`src/rtl/core/lc3_pkg.sv`:
```
// Package for the LC-3 instruction executor: types, request and status codes, opcodes.
// Used by lc3_front, lc3_back and the top level in rtl/core; depends on nothing.
package lc3_pkg;

    localparam int MemWords = 65536;
    localparam int MemAw    = $clog2(MemWords);
    localparam int QDepth   = 2;

    typedef enum logic [1:0] {
        REQ_WRITE = 2'd0,
        REQ_START = 2'd1,
        REQ_STEP  = 2'd2,
        REQ_NONE  = 2'd3
    } t_req;

    localparam logic [1:0] StOk     = 2'd0;
    localparam logic [1:0] StUnimpl = 2'd1;
    localparam logic [1:0] StHalted = 2'd2;

    localparam logic [15:0] KbsrAddr    = 16'hFE00;
    localparam logic [15:0] KbdrAddr    = 16'hFE02;
    localparam logic [15:0] KeyReadyBit = 16'h8000;
    localparam logic [15:0] StartReset  = 16'h3000;

    localparam logic [7:0] VecGetc = 8'h20;
    localparam logic [7:0] VecOut  = 8'h21;
    localparam logic [7:0] VecIn   = 8'h23;
    localparam logic [7:0] VecHalt = 8'h25;

    localparam logic [3:0] OpBr   = 4'h0;
    localparam logic [3:0] OpAdd  = 4'h1;
    localparam logic [3:0] OpLd   = 4'h2;
    localparam logic [3:0] OpSt   = 4'h3;
    localparam logic [3:0] OpJsr  = 4'h4;
    localparam logic [3:0] OpAnd  = 4'h5;
    localparam logic [3:0] OpLdr  = 4'h6;
    localparam logic [3:0] OpStr  = 4'h7;
    localparam logic [3:0] OpNot  = 4'h9;
    localparam logic [3:0] OpLdi  = 4'hA;
    localparam logic [3:0] OpSti  = 4'hB;
    localparam logic [3:0] OpJmp  = 4'hC;
    localparam logic [3:0] OpLea  = 4'hE;
    localparam logic [3:0] OpTrap = 4'hF;

    typedef struct packed {
        t_req        req;
        logic [15:0] addr;
        logic [15:0] data;
        logic        key_ready;
        logic [7:0]  key_char;
    } t_item;

    typedef enum logic [3:0] {
        S_IDLE,
        S_CLEAR,
        S_FETCH,
        S_PTR,
        S_DATA,
        S_DONE
    } t_state;

endpackage

```
`src/rtl/core/lc3_front.sv`:
```
// Front end: accepts request transfers and queues them for the execution unit.
// Depends on lc3_pkg.
module lc3_front (
    input  logic              i_clk,
    input  logic              i_rst_n,
    input  logic              i_valid,
    output logic              o_ready,
    input  lc3_pkg::t_item    i_item,
    output logic              o_valid,
    input  logic              i_ready,
    output lc3_pkg::t_item    o_item
);
    lc3_pkg::t_item r_q [lc3_pkg::QDepth];
    logic           r_wp, r_rp;
    logic [1:0]     r_cnt;
    logic           push, pop;

    assign o_ready = (r_cnt != 2'(lc3_pkg::QDepth));
    assign o_valid = (r_cnt != 2'd0);
    assign o_item  = r_q[r_rp];
    assign push    = i_valid && o_ready;
    assign pop     = o_valid && i_ready;

    always_ff @(posedge i_clk) begin
        if (push) begin
            r_q[r_wp] <= i_item;
        end
        if (!i_rst_n) begin
            r_wp  <= 1'b0;
            r_rp  <= 1'b0;
            r_cnt <= 2'd0;
        end else begin
            if (push) r_wp <= ~r_wp;
            if (pop)  r_rp <= ~r_rp;
            r_cnt <= r_cnt + 2'(push) - 2'(pop);
        end
    end
endmodule

```
`config.mk`:
```
export PLATFORM = sky130hd
export DESIGN_NAME = lc3_front
export DESIGN_NICKNAME = d
export VERILOG_FILES = /design/src/rtl/core/lc3_pkg.sv /design/src/rtl/core/lc3_front.sv
export SDC_FILE = /design/constraint.sdc
export NUM_CORES = 1
export LEC_CHECK = 0
export ABC_AREA = 1
export BUFFER_PORTS_ARGS = -buffer_cell sky130_fd_sc_hd__buf_2
export CAP_MARGIN = 15
export CORE_MARGIN = 2
export CORE_UTILIZATION = 50
export DETAILED_ROUTE_END_ITERATION = 10
export GPL_TIMING_DRIVEN = 1
export PLACE_DENSITY = 0.74
export RECOVER_POWER = 25
export SKIP_CTS_REPAIR_TIMING = 1
export SLEW_MARGIN = 15
export SYNTH_ARGS = -nofsm -noshare
export SYNTH_HDL_FRONTEND = slang
export SYNTH_SLANG_ARGS = --single-unit
export TNS_END_PERCENT = 30
```
`constraint.sdc`:
```
create_clock -name i_clk -period 3.08 [get_ports i_clk]
set_input_delay 0 -clock i_clk [delete_from_list [all_inputs] [get_ports i_clk]]
set_output_delay 0 -clock i_clk [all_outputs]
set_load 0.03 [all_outputs]
```
# After elaboration in Yosys (flattened, before gate mapping)

Memory sizes are Yosys's and may differ from the RTL's. A register that Yosys moved wholly into a read port is not among the register bits.
Index checks and enable logic that the tools add are counted.

Add/sub/neg operators: 2
Eq/ne operators: 1
Muxes and demuxes: 4
Bitwise gates (word level): 2
Reduce and logical (&&, ||, !) cells: 3

Operators with widths:

| operator                                      | number |
|---|---|
| 2-to-1 mux 1 bit                              | 4 |
| adder 2 x 1 -> 2 bit                          | 1 |
| logical AND 1 bit                             | 2 |
| inequality test 2 bit (second input constant) | 1 |
| inverter 1 bit                                | 2 |
| nonzero test 2 bit                            | 1 |
| subtractor 2 x 1 -> 2 bit                     | 1 |

Bits in registers: 4
Bits in writable memories: 86
Input port bits: 47
Output and inout bits: 45
Word-level logic and storage cells: 16
Memories kept: 1

Memory list:

| name | depth | width | read ports | clocked after memory_dff | wr ports | RTL line        | source |
|---|---|---|---|---|---|---|---|
| r_q  | 2     | 43    | 1          | 1                        | 1        | lc3_front.sv:13 | `lc3_pkg::t_item r_q [lc3_pkg::QDepth];` |

# Logic depth before layout (Yosys ltp)

Depth after elaboration: 4
Gate-level depth with buffers: 11
Depth with buffers taken out: 11

# Least setup slack after synthesis

Ideal clock, no wire load.

Kind: register to register
Start point: register r_cnt[0]
End point: memory r_q[0][0] in the netlist's numbering, enable pin
Library setup time: 0.444 ns
Arrival time: 2.594 ns
Required time: 2.636 ns
Path slack: 0.042 ns
Cell stages (with the launch flop): 5
Buffers on the path: 0
Cells stage by stage: dfxtp_1 inv_1 nand2_1 nand2_1 nor2_1

Longest elaborated chain between the ends: 4

Ends and longest elaborated chain:

| what                                   | RTL line        | source |
|---|---|---|
| start, declared                        | lc3_front.sv:15 | `logic [1:0] r_cnt;` |
| start signal, assigned                 | lc3_front.sv:35 | `r_cnt <= r_cnt + 2'(push) - 2'(pop);` |
| inequality test 2 bit                  | lc3_front.sv:18 | `assign o_ready = (r_cnt != 2'(lc3_pkg::QDepth));` |
| named net o_ready                      | lc3_front.sv:7  | `output logic o_ready,` |
| logical AND 1 bit                      | lc3_front.sv:21 | `assign push = i_valid && o_ready;` |
| 2-to-1 mux 1 bit                       | lc3_front.sv:25 | `if (push) begin` |
| 2-to-1 mux 1 bit (not written as such) | lc3_front.sv:26 | `r_q[r_wp] <= i_item;` |
| end, declared                          | lc3_front.sv:13 |  |

The timed path passes the listed nets, and every way through them passes these cells.

==> results by group <==
Run status
  – Status: complete, no violations

Layout
  – Ant. Diodes: 0
  – Area grow syn2layout: 33.8%
  – Register area: 2680 um^2
  – Multi-input gate area: approximately 760 um^2
  – Layout cells sized above 1: between 40% and 50%
  – Post-route insts no fill: around 420
  – Fillers: 505
  – Util after Layout: a little under 70%
  – Layout net count: approximately 370

Global routing
  – Global-route wire length before repair: between 8000 and 9000 um
  – Initial antenna violation count: 0
  – Largest net degree at the start of global routing: 44
  – Grt ovf: 0
  – GRT Total Usage: 14.3%
  – Vias in the first global route: approximately 1800

Synthesis
  – Distinct cells, synth: 12
  – Mapped Nets: 219
  – Mapped Cells: 170
  – Seq cells post-synth: 91
  – Seq/Total Area, Yosys: 75.6%
  – Yosys Warn Count: 0
  – Synth Area per Inst: approximately 21 um^2
  – Mapped Area: 3550 um^2

Run
  – Max-cap violations: 0

STA
  – F_max: between 0.5 and 0.6 GHz
  – Post-route clock period utilization: roughly 62%
  – RSZ-0062 raised after global routing: no
  – Final WS setup: approximately 1.2 ns
  – Final Skew: approximately 0.005 ns
  – Final-report setup violation count: 0
  – Final min period: 1.91 ns
  – Relative slew slack: ~37%
  – Post-route setup TNS: 0 ns
  – Fin. Hold Viols: 0
  – Max-slew violation count: 0
  – Least-Margin Pin Slew: between 0.9 and 1 ns

Clocking
  – Clk slew on worst S/H paths: approximately 0.080 ns
  – Worst-skew pair later-pin latency: approximately 0.34 ns
  – Clk sinks: between 90 and 100
  – Clock buffer depth: 2
  – CTS Buf Count: 9
  – Htree depth: 3
  – Root buffer cell: clkbuf_8
  – TritonCTS clock tree: yes

Route
  – DRT antenna net count: 0
  – Initial DRC Count: around 110
  – Routed vias: 1934
  – Final Routed Wirelength: a little over 6000 um
  – Drt drc: 0
  – Drt first pass iters: 4
  – Wire per inst: about 15 um
  – Vias per cell: 4.64

Placement
  – Placed cell count: 355
  – Hpwl dp: roughly 3800 um
  – Place WS: between 1 and 1.5 ns
  – GP Congestion: between 0.7 and 0.8
  – Number of port buffers: around 90

Critical path
  – R2R Path End: r_q[0][14]
  – Critical path class: flip-flop to output port
  – Reg2Reg Depth: 5
  – Critical path fanouts, max: 28
  – Arr. time, crit path: ~1.9 ns
  – R2r setup slk: about 1.2 ns
  – Crit start category: flip-flop
  – Critical Path End: o_item[42]
  – Required time of the critical path: roughly 3.1 ns
  – Crit. End Element: output port
  – Reg2reg start: r_cnt[0]

Die
  – Core area: slightly below 7000 um^2
  – Die width: between 80 and 90 um
  – Chip height: 88.2 um
  – Die footprint: around 8000 um^2
  – # rows: 30
  – # IOs: between 90 and 100
  – Initial Utilization: roughly half

Power
  – Max VDD drop: around 0.00064 V
  – Tot Pwr: between 3 and 4 mW
  – LEAKAGE: between 1.5 and 2 nW
  – Pwr Density: between 700 and 800 nW/um^2

Min path
  – Worst hold path class: input pin to flip-flop
power breakdown:
part	internal [mW]	switching (mW)
registers	1.57	0.0874
clock network	0.537	0.374
logic	0.497	0.713
total	2.60	1.17
area by class of cell:
class	count	share of cell area, %
inverter	7	0.553
sequential	91	56.5
multi-input combinational	67	15.9
clock inverter	5	2.13
timing repair buffer	140	19.6
tap	96	2.53
clock buffer	11	2.77
routing by layer:
layer  vias up  wire (um)  GRT usage [%]
li1        933          -              -
met1       941       2530           16.3
met2        56       3160           24.3
met3         4        345           5.78
met4         0         32           5.65
met5         -          0              0
cell usage in the layout (no fill, tap or decap), types with 3 or more instances in the layout:
| master | Yosys | final |
|---|---|---|
| nand2_1 | 9 | 9 |
| nor2_1 | 8 | 7 |
| clkbuf_1 | 0 | 19 |
| bufinv_16 | 0 | 3 |
| mux2_2 | 3 | 3 |
| nand3_1 | 3 | 3 |
| inv_1 | 7 | 6 |
| edfxtp_1 | 86 | 86 |
| buf_2 | 0 | 74 |
| clkbuf_8 | 0 | 9 |
| dlygate4sd3_1 | 0 | 46 |
| mux2_4 | 40 | 40 |
| dfxtp_1 | 5 | 4 |
cells by family (layout without fill, tap and decap cells):
kind of cell / after synthesis / in the layout / synth area share (%)
flops: 91 / 91 / 75.6
mux: 43 / 43 / 17.9
simple gates: 20 / 20 / 2.22
buf+inv: 12 / 163 / 3.31
fa+ha+maj: 2 / 2 / 0.705
compound gates: 2 / 2 / 0.282
cell usage after synthesis:
library cell  instances  area [um^2]
inv_1                 7         26.3
nand2_1               9         33.8
nand3_1               3         15.0
buf_6                 1         11.3
mux2_2                3         33.8
dfxtp_1               5          100
a21oi_1               2         10.0
edfxtp_1             86         2580
mux2_4               40          601
ha_1                  2         25.0
buf_12                4         80.1
nor2_1                8         30.0
through the flow:
stage                     hold WS, ns  cell area (um^2)
after floorplan                0.0935              3550
after global placement          0.188              4080
after detailed placement        0.193              4080
after CTS                      -0.173              4310
after global routing            0.371              4750
final                           0.389              4750
flip-flops by register name, summed over array words and instances, names as in the netlist, named ones only:
register / count
r_wp: 1
r_q: 86
r_rp: 1
r_cnt: 2
worst min path at each step:
stage                     startpoint  slack, ns  cells past startpoint          to
after floorplan              i_rst_n       0.09                      2    r_cnt[0]
after global placement    i_item[38]       0.19                      1  r_q[0][38]
after detailed placement  i_item[13]       0.19                      1  r_q[0][13]
after CTS                 i_item[13]      -0.17                      1  r_q[0][13]
after global routing      i_item[32]       0.37                      2  r_q[0][32]
final                     i_item[15]       0.39                      2  r_q[0][15]
critical path: stages, from the launching register on:
cell and delay [ns]:
dfxtp_2 0.70, buf_12 0.30, mux2_2 0.38, buf_2 0.18
Note: power is estimated with default switching activity, not from simulation.
